==> src/hw/rtl/lsq_gradient_accumulator_macros.svh <==
// ---------------------------------------------------------------------------
// lsq_gradient_accumulator_macros.svh
// Assertion macros shared by the accumulator RTL.
// ---------------------------------------------------------------------------
`ifndef LSQ_GRADIENT_ACCUMULATOR_MACROS_SVH
`define LSQ_GRADIENT_ACCUMULATOR_MACROS_SVH

// Check a consequent in the same cycle as its antecedent.
`define LSQGA_ASSERT_IMPLY(lbl, ante, cons, msg) \
    lbl: assert property (@(posedge clk) disable iff (!rst_n) (ante) |-> (cons)) \
        else $error(msg);

// Check a consequent in the cycle after its antecedent.
`define LSQGA_ASSERT_NEXT(lbl, ante, cons, msg) \
    lbl: assert property (@(posedge clk) disable iff (!rst_n) (ante) |=> (cons)) \
        else $error(msg);

`endif

==> src/hw/rtl/lsqga_pkg.sv <==
// ---------------------------------------------------------------------------
// lsqga_pkg
// Types, constants and saturating arithmetic for the LSQ gradient accumulator.
// ---------------------------------------------------------------------------
package lsqga_pkg;

    localparam int MAX_FEATURES = 64;
    localparam int IDX_W        = $clog2(MAX_FEATURES);
    localparam int LEN_W        = IDX_W + 1;
    localparam int DATA_W       = 32;
    localparam int ACC_W        = 64;
    localparam int PARAM_W      = 3 * DATA_W;

    localparam logic [ACC_W-1:0] ACC_MAX = {1'b0, {(ACC_W-1){1'b1}}};
    localparam logic [ACC_W-1:0] ACC_MIN = {1'b1, {(ACC_W-1){1'b0}}};

    localparam logic [1:0] MODE_GRAD = 2'd0;
    localparam logic [1:0] MODE_BOTH = 2'd1;

    localparam logic RESP_ROW  = 1'b0;
    localparam logic RESP_GRAD = 1'b1;

    typedef enum logic [1:0] {
        REQ_LOAD  = 2'd0,
        REQ_ELEM  = 2'd1,
        REQ_READ  = 2'd2,
        REQ_CLEAR = 2'd3
    } req_t;

    typedef enum logic [2:0] {
        REG_MODE       = 3'd0,
        REG_ACTIVE_SET = 3'd1,
        REG_LENGTH     = 3'd2,
        REG_PROX_ICPT  = 3'd3,
        REG_TRIAL_ICPT = 3'd4
    } reg_idx_t;

    typedef enum logic [1:0] {
        SH_DOT     = 2'd0,
        SH_GRAD    = 2'd1,
        SH_HALF_SQ = 2'd2
    } shift_t;

    typedef enum logic [3:0] {
        ST_IDLE,
        ST_READ_WAIT,
        ST_EL_RD,
        ST_EL_MULP,
        ST_EL_MULT,
        ST_ROW_END,
        ST_W_ISSUE,
        ST_W_RD,
        ST_W_MUL,
        ST_FN_MUL,
        ST_QFN_MUL,
        ST_FINISH
    } state_t;

    typedef struct packed {
        req_t                     kind;
        logic [IDX_W-1:0]         idx;
        logic signed [DATA_W-1:0] x;
        logic signed [DATA_W-1:0] pc;
        logic signed [DATA_W-1:0] tc;
        logic signed [DATA_W-1:0] mean;
        logic signed [DATA_W-1:0] y;
        logic                     last;
        logic                     in_len;
    } item_t;

    typedef struct packed {
        logic [1:0]               mode;
        logic                     use_active;
        logic [LEN_W-1:0]         used_len;
        logic signed [DATA_W-1:0] prox_icpt;
        logic signed [DATA_W-1:0] trial_icpt;
    } cfg_t;

    typedef struct packed {
        logic                    valid;
        logic                    kind;
        logic signed [ACC_W-1:0] grad;
        logic [ACC_W-2:0]        fn;
        logic [ACC_W-2:0]        qfn;
        logic                    ovf;
    } resp_t;

    typedef struct packed {
        logic signed [ACC_W-1:0] value;
        logic                    ovf;
    } sat_t;

    function automatic sat_t sat_add(input logic signed [ACC_W-1:0] a,
                                     input logic signed [ACC_W-1:0] b);
        logic signed [ACC_W:0] s;
        sat_t r;
        s = {a[ACC_W-1], a} + {b[ACC_W-1], b};
        r.ovf = s[ACC_W] ^ s[ACC_W-1];
        r.value = r.ovf ? (s[ACC_W] ? ACC_MIN : ACC_MAX) : s[ACC_W-1:0];
        return r;
    endfunction

    function automatic sat_t sat_sub(input logic signed [ACC_W-1:0] a,
                                     input logic signed [ACC_W-1:0] b);
        logic signed [ACC_W:0] s;
        sat_t r;
        s = {a[ACC_W-1], a} - {b[ACC_W-1], b};
        r.ovf = s[ACC_W] ^ s[ACC_W-1];
        r.value = r.ovf ? (s[ACC_W] ? ACC_MIN : ACC_MAX) : s[ACC_W-1:0];
        return r;
    endfunction

endpackage

==> src/hw/rtl/lsqga_front.sv <==
// ---------------------------------------------------------------------------
// lsqga_front
// Command intake: classify each beat and hold it in a two-entry queue.
// ---------------------------------------------------------------------------
module lsqga_front
    import lsqga_pkg::*;
(
    input  logic                     clk,
    input  logic                     rst_n,
    input  logic                     start,
    input  logic [1:0]               req_type,
    input  logic [IDX_W-1:0]         feature_index,
    input  logic signed [DATA_W-1:0] x_value,
    input  logic signed [DATA_W-1:0] prox_coef_value,
    input  logic signed [DATA_W-1:0] trial_coef_value,
    input  logic signed [DATA_W-1:0] mean_value,
    input  logic signed [DATA_W-1:0] y_value,
    input  logic                     last_element,
    input  logic [LEN_W-1:0]         used_len,
    output logic                     busy,
    output logic                     item_valid,
    output item_t                    item,
    input  logic                     pop
);

    item_t      q_reg [2];
    logic       wr_ptr_reg;
    logic       rd_ptr_reg;
    logic [1:0] count_reg;
    logic       push;
    item_t      in_item;

    always_comb
    begin
        in_item.kind   = req_t'(req_type);
        in_item.idx    = feature_index;
        in_item.x      = x_value;
        in_item.pc     = prox_coef_value;
        in_item.tc     = trial_coef_value;
        in_item.mean   = mean_value;
        in_item.y      = y_value;
        in_item.last   = last_element;
        in_item.in_len = {1'b0, feature_index} < used_len;
    end

    assign busy       = (count_reg == 2'd2);
    assign push       = start && !busy;
    assign item_valid = (count_reg != 2'd0);
    assign item       = q_reg[rd_ptr_reg];

    always_ff @(posedge clk or negedge rst_n)
    begin
        if (!rst_n)
        begin
            wr_ptr_reg <= 1'b0;
            rd_ptr_reg <= 1'b0;
            count_reg  <= '0;
        end
        else
        begin
            if (push)
            begin
                wr_ptr_reg <= ~wr_ptr_reg;
            end
            if (pop)
            begin
                rd_ptr_reg <= ~rd_ptr_reg;
            end
            count_reg <= count_reg + {1'b0, push} - {1'b0, pop};
        end
    end

    always_ff @(posedge clk)
    begin
        if (push)
        begin
            q_reg[wr_ptr_reg] <= in_item;
        end
    end

endmodule

==> config.mk <==
export PLATFORM = sky130hd
export DESIGN_NAME = lsqga_front
export DESIGN_NICKNAME = d
export VERILOG_FILES = /design/src/hw/rtl/lsq_gradient_accumulator_macros.svh /design/src/hw/rtl/lsqga_pkg.sv /design/src/hw/rtl/lsqga_front.sv
export SDC_FILE = /design/constraint.sdc
export NUM_CORES = 1
export LEC_CHECK = 0
export ABC_AREA = 0
export BUFFER_PORTS_ARGS = -buffer_cell sky130_fd_sc_hd__buf_4
export CAP_MARGIN = 20
export CORE_MARGIN = 2
export CORE_UTILIZATION = 47
export DETAILED_ROUTE_END_ITERATION = 6
export PLACE_DENSITY = 0.81
export SETUP_SLACK_MARGIN = 0.1
export SYNTH_ARGS = -nofsm -noshare
export SYNTH_HDL_FRONTEND = slang
export SYNTH_SLANG_ARGS = --single-unit
==> constraint.sdc <==
create_clock -name clk -period 8.6 [get_ports clk]
set_input_delay 2.58 -clock clk [delete_from_list [all_inputs] [get_ports clk]]
set_output_delay 2.58 -clock clk [all_outputs]
set_load 0.05 [all_outputs]
# [Word level (Yosys, flattened, before mapping)]
# Memory sizes are Yosys's and may differ from the RTL's.
# Cells that the tools add are included.
[word_totals] reg_bits=4 wordCells=15 latch_bits=0 rom_bits=0 ram_bits=340 out_inout_bits=172 input_bits=180 mem_count=1
[memory_table] memory="q_reg" depth=2 word_bits=170 read_ports=1 rd_clocked_by_memory_dff=0 write_ports=1 line="lsqga_front.sv:26" source="item_t q_reg [2];"
[classes] n_eq_ne=1 div_mod_pow=0 magnitude_cmp=1 n_mux=2 n_bitwise=2 n_shift=0 n_reduce_logical=3 multipliers=0 add_sub_neg=2
[op_table] operator="6-bit by 7-bit less-than comparator with 1-bit output" count=1
[op_table] operator="2-bit by 1-bit adder with 2-bit output" count=1
[op_table] operator="2-bit == test (second input constant)" count=1
[op_table] operator="1-bit two-way mux" count=2
[op_table] operator="1-bit inverter" count=2
[op_table] operator="2-bit nonzero test" count=1
[op_table] operator="2-bit by 1-bit subtractor with 2-bit output" count=1
[op_table] operator="1-bit logical AND" count=1
[op_table] operator="1-bit logical NOT" count=1

# [Longest topological paths before layout]
# Gate-level depths: netlist of the first run.
[logic_depth] word_depth=5 ltp_mapped=7 ltp_nobuf=7

# [Worst setup path before layout of the first run]
# No wires, ideal clock.
[synth_timing] kind="input -> register" startpoint="input start" endpoint="memory q_reg[0][0] (netlist name), enable pin" path_stages=2 setup_time_ns=0.702 t_required_ns=7.898 n_path_buf=0 t_arrival_ns=9.726 setup_slack_ns=-1.828 path_cell_list="nand2_1 nor2_1"
[synth_via] elab_chain_cells=3
[synth_rtl] element="start, declared" line="lsqga_front.sv:10" source="input logic start,"
[synth_rtl] element="1-bit logical AND" line="lsqga_front.sv:47" source="assign push = start && !busy;"
[synth_rtl] element="1-bit two-way mux" line="lsqga_front.sv:75" source="if (push)"
[synth_rtl] element="1-bit two-way mux (implied by the code)" line="lsqga_front.sv:77" source="q_reg[wr_ptr_reg] <= in_item;"
[synth_rtl] element="end, declared" line="lsqga_front.sv:26"
# Every way passes these cells.

==> results of run 1 <==
[metal layers]
layer / GRT usage, % / vias to the layer above / wire length, um
met5: 0 / - / 0
met4: 6.39 / 0 / 602
met3: 6.28 / 42 / 2750
met2: 29.4 / 279 / 13100
met1: 19.2 / 3243 / 9340
li1: - / 2986 / -
[layout by cell type, fill, tap and decap left out, types with 3 or more instances in the layout]
cell and count:
inv_1 7, mux2_2 80, clkbuf_16 37, bufinv_16 3, clkbuf_1 5, clkinv_2 10
dfrtp_1 3, edfxtp_1 340, ha_1 7, buf_4 351, mux2_4 90, buf_12 3
clkinv_1 8, xnor2_1 3
[logic make-up after synthesis]
| kind of cell | after synthesis | share of synthesized area, % |
|---|---|---|
| flip-flops | 344 | 79.6 |
| multiplexers | 170 | 17.4 |
| buffers and inverters | 26 | 1.47 |
| adder cells (fa/ha/maj) | 7 | 0.676 |
| AND/OR/NAND/NOR | 7 | 0.319 |
| AO/OA/AOI/OAI | 5 | 0.270 |
| XOR/XNOR | 4 | 0.271 |
[path summary, 6_finish.rpt]
check,from,to,slack (ns)
setup / recovery,rd_ptr_reg$_DFFE_PN0P_,item[53],3.11
hold / removal,count_reg[1]$_DFF_PN0_,count_reg[1]$_DFF_PN0_,0.51
setup reg to reg,count_reg[0]$_DFF_PN0_,q_reg[1][90]$_DFFE_PP_,6.25
hold reg to reg,count_reg[1]$_DFF_PN0_,count_reg[1]$_DFF_PN0_,0.51
max in group asynchronous,rst_n,rd_ptr_reg$_DFFE_PN0P_,6.61
min in group asynchronous,rst_n,rd_ptr_reg$_DFFE_PN0P_,1.87
[layout make-up]
| type | instances | area, um^2 |
|---|---|---|
| fillers | 1859 | 9960 |
| flip-flops and latches | 344 | 10300 |
| inverters | 7 | 26.3 |
| well taps | 341 | 427 |
| clock buffers | 42 | 945 |
| clock inverters | 24 | 195 |
| multi-input cells | 193 | 2460 |
| repair buffers | 354 | 2700 |
| diodes | 1 | 2.50 |
[per-stage QoR]
stage	cell area [um^2]	util [%]
floorplan	13000	-
global placement	15900	58.9
detailed placement	15900	58.9
CTS	17100	63.1
global route	17100	63.2
finish	17100	63.2
[power groups by stage]
stage          combinational, mW  sequential (mW)  clock, mW
2_1_floorplan               2.30             2.45          0
3_3_place_gp                3.01             2.46          0
5_1_grt                     3.12             2.48       1.58
6_report                    3.01             2.45       1.48
3_5_place_dp                3.03             2.49          0
4_1_cts                     3.04             2.45       1.52
==> metrics.txt, run 1 <==
Hold Path Stages=1; htree depth=2; Sequential Power Share=about a third; dpl hpwl=around 17,000 um; CTS tree=built; TritonCTS Sinks=344; clock buffer count from CTS=36; share of layout cells above drive strength 1=around 60%; final hold slack=0.510 ns; Final ANT Viol Nets=0; initial antenna violation count=1; crit path cell chain=buf_12, mux2_2, buf_4; Synth Warn #=0; PnR worst setup slack=3.11 ns; Psw=~2.7 mW; worst-path fanout max=109; f_max=around 180 MHz; worst hold path class=reg2reg; Mapped Area=~13,000 um^2; max-slew violation count=0; family with the most delay on the worst path=flip-flops; # setup viols final=0; CP endpoint kind=output port; Placer Congestion=between 0.7 and 0.8; most common cell in the netlist=edfxtp_1; placed cell count=approximately 1.2k; First DRT Iteration DRCs=approximately 440; Power Internal=around 4.2 mW; Synth Register Bits=between 300 and 400; Chip Height=between 150 and 200 um; final WL=about 26,000 um; Resize count post-CTS=0; status=finished, final reports clean; setup TNS=0 ns; Critical Path Stages=3; Initial Util=47.9%; max cap viols=0; Largest register FFs=340; area growth from synthesis to layout=31.8%; kind of critical path=reg2out; clock share of power=around a fifth; syn nets=between 700 and 800; Design Power=about 6.9 mW; slowest CP cell=dfrtp_4; worst path arrival time=about 2.9 ns; CP max stage delay=~0.99 ns; # Post-CTS Setup Buffers=0; crit path launch type=flip-flop; Rows=60; DR vias=roughly 6.6k; via count of the first global-routing pass=roughly 6.8k; Vias/cell=5.02; leading area contributor after synthesis=edfxtp_1; Switching Fraction=roughly two fifths; top post-synthesis cells by area=edfxtp_1 79%, mux2_4 10%, mux2_2 7.0%; CP bufs+invs=2; DRC errors left=0; # IOs=around 350; worst reg2reg path depth=3; Max Root-Sink Buffers=3; CP required=~6.0 ns; port buffer count=around 350; die area=around 29,000 um^2; cts hold-fix bufs=0; Netlist cell types=20; Post-synth EDFFs=340; clk_skew=between 0.01 and 0.015 ns; maximum vdd drop=between 0.2 and 0.25 mV; pin count of the biggest net entering global routing=171; CORE AREA=about 27,000 um^2; measured slew at the worst slew-check pin=about 1.1 ns; iteration count of the initial detailed-routing pass=6; pwr dens=just over 400 nW/um^2; die width=roughly 170 um; RSZ-0062 raised after global routing=no; global-route wire length before repair=37,200 um; top cells by count, synth=340 x edfxtp_1, 90 x mux2_4, 80 x mux2_2; GRT Total Usage=17.0%; final std cells w/o fill=approximately 1.3k; worst skew pair latency=~0.50 ns; crit path time final=5.49 ns; final hold vios=0; worst slack, placed=between 3 and 4 ns; Max-Slew Margin vs Limit=~28%; Syn Inst Count=roughly 560; Worst-path clk slew=0.06 ns; post-synth top area share=78.8%; Leakage=approximately 6.7 nW; Tcrit/Tclk final=between 60% and 70%; Post-synth ARST share=around 1.2%; sequential area share after synthesis=about four fifths; Net count, final=around 1.1k; prevailing post-synth register cell=edfxtp_1; grt total ovfl=0; Syn Area/Cell=23.0 um^2; combinational share of power=a little over two fifths; WL per Instance=between 15 and 20 um; CTS Root Cell=clkbuf_16
(Power assumes the default switching activity.)
==> run 2, diff against run 1 <==
--- a/config.mk
+++ b/config.mk
@@ -9,9 +9,9 @@
 export BUFFER_PORTS_ARGS = -buffer_cell sky130_fd_sc_hd__buf_4
 export CAP_MARGIN = 20
 export CORE_MARGIN = 2
-export CORE_UTILIZATION = 47
+export CORE_UTILIZATION = 50
 export DETAILED_ROUTE_END_ITERATION = 6
-export PLACE_DENSITY = 0.81
+export PLACE_DENSITY = 0.82
 export SETUP_SLACK_MARGIN = 0.1
 export SYNTH_ARGS = -nofsm -noshare
 export SYNTH_HDL_FRONTEND = slang
==> constraint.sdc (replaced) <==
create_clock -name clk -period 5.21 [get_ports clk]
set_input_delay 1.563 -clock clk [delete_from_list [all_inputs] [get_ports clk]]
set_output_delay 1.563 -clock clk [all_outputs]
set_load 0.05 [all_outputs]
==> metrics.txt, run 2 (synthesis results as in run 1) <==
Worst-path clk slew=0.06 ns (about the same); Chip Height=165 um (-3.0%); CP endpoint kind=output port; CP required=3.65 ns (-2.37 ns); WL per Instance=20.3 um (+2.7%); Sequential Power Share=35.0% (-0.3 points); Switching Fraction=38.8% (-0.39 points); worst-path fanout max=61 (-44%); status=finished, final reports clean; Power Internal=7.04 mW (+67%); Final ANT Viol Nets=0 (unchanged); iteration count of the initial detailed-routing pass=4 (-2); kind of critical path=reg2out; setup TNS=0 ns (unchanged); commonest non-fill, non-tap cells in the layout=355 x buf_4, 340 x edfxtp_1, 90 x mux2_4; area taken by multi-input logic gates=2460 um^2 (unchanged); final WL=26,300 um (+1.8%); max-slew violation count=0 (unchanged); worst skew pair latency=0.49 ns (about the same); measured slew at the worst slew-check pin=0.912 ns (-0.171 ns); CTS Root Cell=clkbuf_16; max cap viols=0 (unchanged); Resize count post-CTS=0 (unchanged); First DRT Iteration DRCs=494 (+12%); clock share of power=21.1% (-0.2 points); fill cell count=1,623 (-13%); Largest register FFs=340 (unchanged); Max-Slew Margin vs Limit=39.1% (+11 points); Placer Congestion=0.790 (+8.1%); worst path arrival time=2.51 ns (-0.40 ns); sequential standard cell area=10,300 um^2 (unchanged); CTS tree=built; PnR worst setup slack=1.13 ns (-1.97 ns); maximum vdd drop=0.481 mV (+130%); DRC errors left=0 (unchanged); leading cell type in the layout, fill and taps excluded=buf_4; f_max=~250 MHz; area growth from synthesis to layout=32.4%; DR vias=6,537 (-0.20%); Max Root-Sink Buffers=3 (unchanged); CORE AREA=25,300 um^2 (-6.3%); via count of the first global-routing pass=6,720 (-0.94%); RSZ-0062 raised after global routing=no; worst slack, placed=1.60 ns (-1.99 ns); Rows=58 (-3.3%); combinational share of power=43.8% (+0.4 points); port buffer count=351 (unchanged); # IOs=352 (unchanged); pwr dens=670 nW/um^2 (+65%); dpl hpwl=18,000 um (+7.2%); cts hold-fix bufs=0 (unchanged); Design Power=11.5 mW (+66%); GRT Total Usage=18.5% (+1.5 points); crit path launch type=flip-flop; Vias/cell=5.05 (+0.65%); initial antenna violation count=1 (unchanged); placed cell count=1,236 (-0.24%); Net count, final=1,130 (+0.62%); final hold vios=0 (unchanged); htree depth=2 (unchanged); clk_skew=0.00657 ns (-0.00548 ns); Leakage=6.71 nW (+0.50%); Tcrit/Tclk final=between 70% and 80%; worst hold path class=reg2reg; grt total ovfl=0 (unchanged); clock buffer count from CTS=35 (-2.8%); Initial Util=51.1% (+3.2 points); crit path time final=~4 ns; global-route wire length before repair=37,500 um (+0.80%); share of layout cells above drive strength 1=60.3% (unchanged); TritonCTS Sinks=344 (unchanged); pin count of the biggest net entering global routing=74 (-57%); # Post-CTS Setup Buffers=0 (unchanged); # setup viols final=0 (unchanged); Final Instance Area=17,100 um^2 (+0.45%); final std cells w/o fill=1,295 (-0.84%); die width=165 um (-3.0%); die area=27,200 um^2 (-5.9%); area post-placement=16,000 um^2 (+0.60%); Psw=4.45 mW (+64%)
## run 2: per-stage QoR
step	util (%)	hold WS (ns)
after floorplan	-	0.460
after global placement	63.3	0.485
after detailed placement	63.3	0.492
after CTS	67.7	0.503
after global routing	67.7	0.526
final	67.7	0.503
## run 2: area by class of cell
type	count	area share (%)
inverter	7	0.153
clock buffer	43	5.53
clock inverter	15	1.01
multi-input combinational	193	14.4
tap	330	2.41
timing repair buffer	362	16.4
sequential	344	60.2
antenna	1	0.0146
## run 2: worst max-delay path, stage by stage, from the launching register on
cell,delay [ns]
dfrtp_4,1.02
buf_4,0.39
mux2_2,0.38
buf_4,0.19
## run 2: path summary, 6_finish.rpt
kind / from / to / slack, ns / cells past startpoint
setup / recovery: rd_ptr_reg$_DFFE_PN0P_ / item[13] / 1.13 / 3
hold / removal: count_reg[1]$_DFF_PN0_ / count_reg[1]$_DFF_PN0_ / 0.50 / 1
setup reg to reg: count_reg[1]$_DFF_PN0_ / q_reg[0][90]$_DFFE_PP_ / 2.94 / 4
hold reg to reg: count_reg[1]$_DFF_PN0_ / count_reg[1]$_DFF_PN0_ / 0.50 / 1
max in group asynchronous: rst_n / rd_ptr_reg$_DFFE_PN0P_ / 4.24 / 1
min in group asynchronous: rst_n / rd_ptr_reg$_DFFE_PN0P_ / 0.85 / 1
## run 2: power by group through the flow
| stage | combinational (mW) | sequential (mW) | clock, mW |
|---|---|---|---|
| 2_1_floorplan | 3.81 | 3.98 | 0 |
| 3_3_place_gp | 5.04 | 4.05 | 0 |
| 3_5_place_dp | 5.08 | 4.09 | 0 |
| 4_1_cts | 5.09 | 4.04 | 2.49 |
| 5_1_grt | 5.24 | 4.08 | 2.59 |
| 6_report | 5.04 | 4.03 | 2.42 |
## run 2: routing by layer
layer,wire length (um),GRT usage (%),up-vias
li1,-,-,2997
met1,9590,21.1,3209
met2,13300,32.0,290
met3,2650,6.86,41
met4,694,6.52,0
met5,0,0,-
==> run 3, diff against run 2 <==
==> constraint.sdc (replaced) <==
create_clock -name clk -period 3.8 [get_ports clk]
set_input_delay 1.14 -clock clk [delete_from_list [all_inputs] [get_ports clk]]
set_output_delay 1.14 -clock clk [all_outputs]
set_load 0.05 [all_outputs]
==> metrics.txt, run 3 (synthesis results as in run 1) <==
maximum vdd drop=0.584 mV (+21%); routed length on met1=9720 um (+1.3%); Initial Util=51.1% (unchanged); share of layout cells above drive strength 1=59.9% (-0.39 points); PnR worst setup slack=0.357 ns (-0.776 ns); r2r setup slk=1.72 ns (-1.22 ns); placed cell count=1,235 (-0.081%); max-slew violation count=0 (unchanged); clk_skew=0.0185 ns (+0.0120 ns); Placer Congestion=0.765 (-3.2%); Leakage=6.69 nW (-0.32%); leading cell type in the layout, fill and taps excluded=buf_4; commonest non-fill, non-tap cells in the layout=355 x buf_4, 340 x edfxtp_1, 90 x mux2_4; top sig layer=met4; worst reg2reg path depth=3 (-1); pwr dens=919 nW/um^2 (+37%); DRC errors left=0 (unchanged); met2 wire length=14,000 um (+4.9%); initial antenna violation count=0 (-1); # Post-CTS Setup Buffers=0 (unchanged); WL per Instance=20.9 um (+3.1%); CP required=2.66 ns (-0.99 ns); area post-placement=16,000 um^2 (about the same); status=finished, final reports clean; via count of the first global-routing pass=7,037 (+4.7%); clock buffer count from CTS=35 (unchanged); htree depth=2 (unchanged); Final ANT Viol Nets=0 (unchanged); Max-Slew Margin vs Limit=38.2% (-0.89 points); Chip Height=165 um (unchanged); cts hold-fix bufs=0 (unchanged); grt total ovfl=0 (unchanged); die width=165 um (unchanged); CTS Root Cell=clkbuf_16; final hold slack=0.416 ns (-0.0874 ns); Worst Setup EP=item[51]; worst path arrival time=2.30 ns (-0.21 ns); crit path time final=3.44 ns; global-route wire length before repair=38,700 um (+3.1%); RSZ-0062 raised after global routing=no; Net count, final=1,129 (-0.088%); RR Endpoint=q_reg[1][68]$_DFFE_PP_; Design Power=15.7 mW (+37%); Rows=58 (unchanged); max cap viols=0 (unchanged); pin count of the biggest net entering global routing=143 (+93%); die area=27,200 um^2 (unchanged); Tcrit/Tclk final=approximately nine tenths; dpl hpwl=18,500 um (+3.0%); area growth from synthesis to layout=32.2%; Resize count post-CTS=0 (unchanged); worst-path fanout max=33 (-46%); CP Launch Point=rd_ptr_reg$_DFFE_PN0P_; fill cell count=1,636 (+0.80%); final std cells w/o fill=1,298 (+0.23%); CORE AREA=25,300 um^2 (unchanged); Worst R2R Start=count_reg[1]$_DFF_PN0_; Final Instance Area=17,100 um^2 (-0.15%); f_max=about 290 MHz; crit path launch type=flip-flop; # IOs=352 (unchanged); worst slack, placed=0.882 ns (-0.714 ns); measured slew at the worst slew-check pin=0.927 ns (+0.0155 ns); final WL=27,200 um (+3.4%); DR vias=6,598 (+0.93%); Largest register FFs=340 (unchanged); Worst-path clk slew=0.06 ns (about the same); CP endpoint kind=output port; # setup viols final=0 (unchanged); CTS tree=built; TritonCTS Sinks=344 (unchanged); GRT Total Usage=19.2% (+0.72 points); met3 wire length=2590 um (-2.1%); kind of critical path=reg2out; iteration count of the initial detailed-routing pass=6 (+2); final hold vios=0 (unchanged); First DRT Iteration DRCs=515 (+4.3%); port buffer count=351 (unchanged); Vias/cell=5.08 (+0.70%); worst skew pair latency=0.51 ns (+0.02 ns); Max Root-Sink Buffers=3 (unchanged); worst hold path class=in2async
[run 3: cell count changes in the layout (fill, tap and decap cells not counted), sizes merged]
cell,before,now
buf,362,361
clkbuf,43,48
bufinv,4,3
inv,7,8
clkinv,10,9
[run 3: cell type report]
type,instances,area (um^2),share of cell area [%]
Sequential cell,344,10300,60.2
Timing Repair Buffer,361,2790,16.3
Multi-Input combinational cell,193,2480,14.5
Clock buffer,48,946,5.53
Tap cell,330,413,2.41
Clock inverter,14,154,0.899
Inverter,7,26.3,0.153
Antenna cell,1,2.50,0.0146
[run 3: per-layer routing]
layer	vias up	GRT usage (%)
met5	-	0
met4	0	7.59
met3	63	6.33
met2	294	33.7
met1	3239	21.7
li1	3002	-
[run 3: power by group]
part           switching [mW]  internal (mW)
Clock                    1.35           1.95
Sequential              0.292           5.19
Combinational            4.54           2.41
[run 3: worst max-delay path: stages (launching register included)]
cell,delay (ns)
dfrtp_4,0.77
buf_4,0.42
mux2_2,0.39
buf_4,0.19
[run 3: how the worst min path moves through the flow]
stage	endpoint	slack, ns	cells after the start
detailed placement	count_reg[1]$_DFF_PN0_	0.49	1
global placement	count_reg[1]$_DFF_PN0_	0.48	1
finish	count_reg[0]$_DFF_PN0_	0.42	1
global route	count_reg[0]$_DFF_PN0_	0.40	1
floorplan	count_reg[1]$_DFF_PN0_	0.46	1
CTS	count_reg[0]$_DFF_PN0_	0.39	1
[run 3: through the flow]
stage	util [%]	TNS, ns
after global placement	63.2	0
after global routing	67.6	0
after detailed placement	63.2	0
after floorplan	-	-55.02
final	67.6	0
after CTS	67.6	0
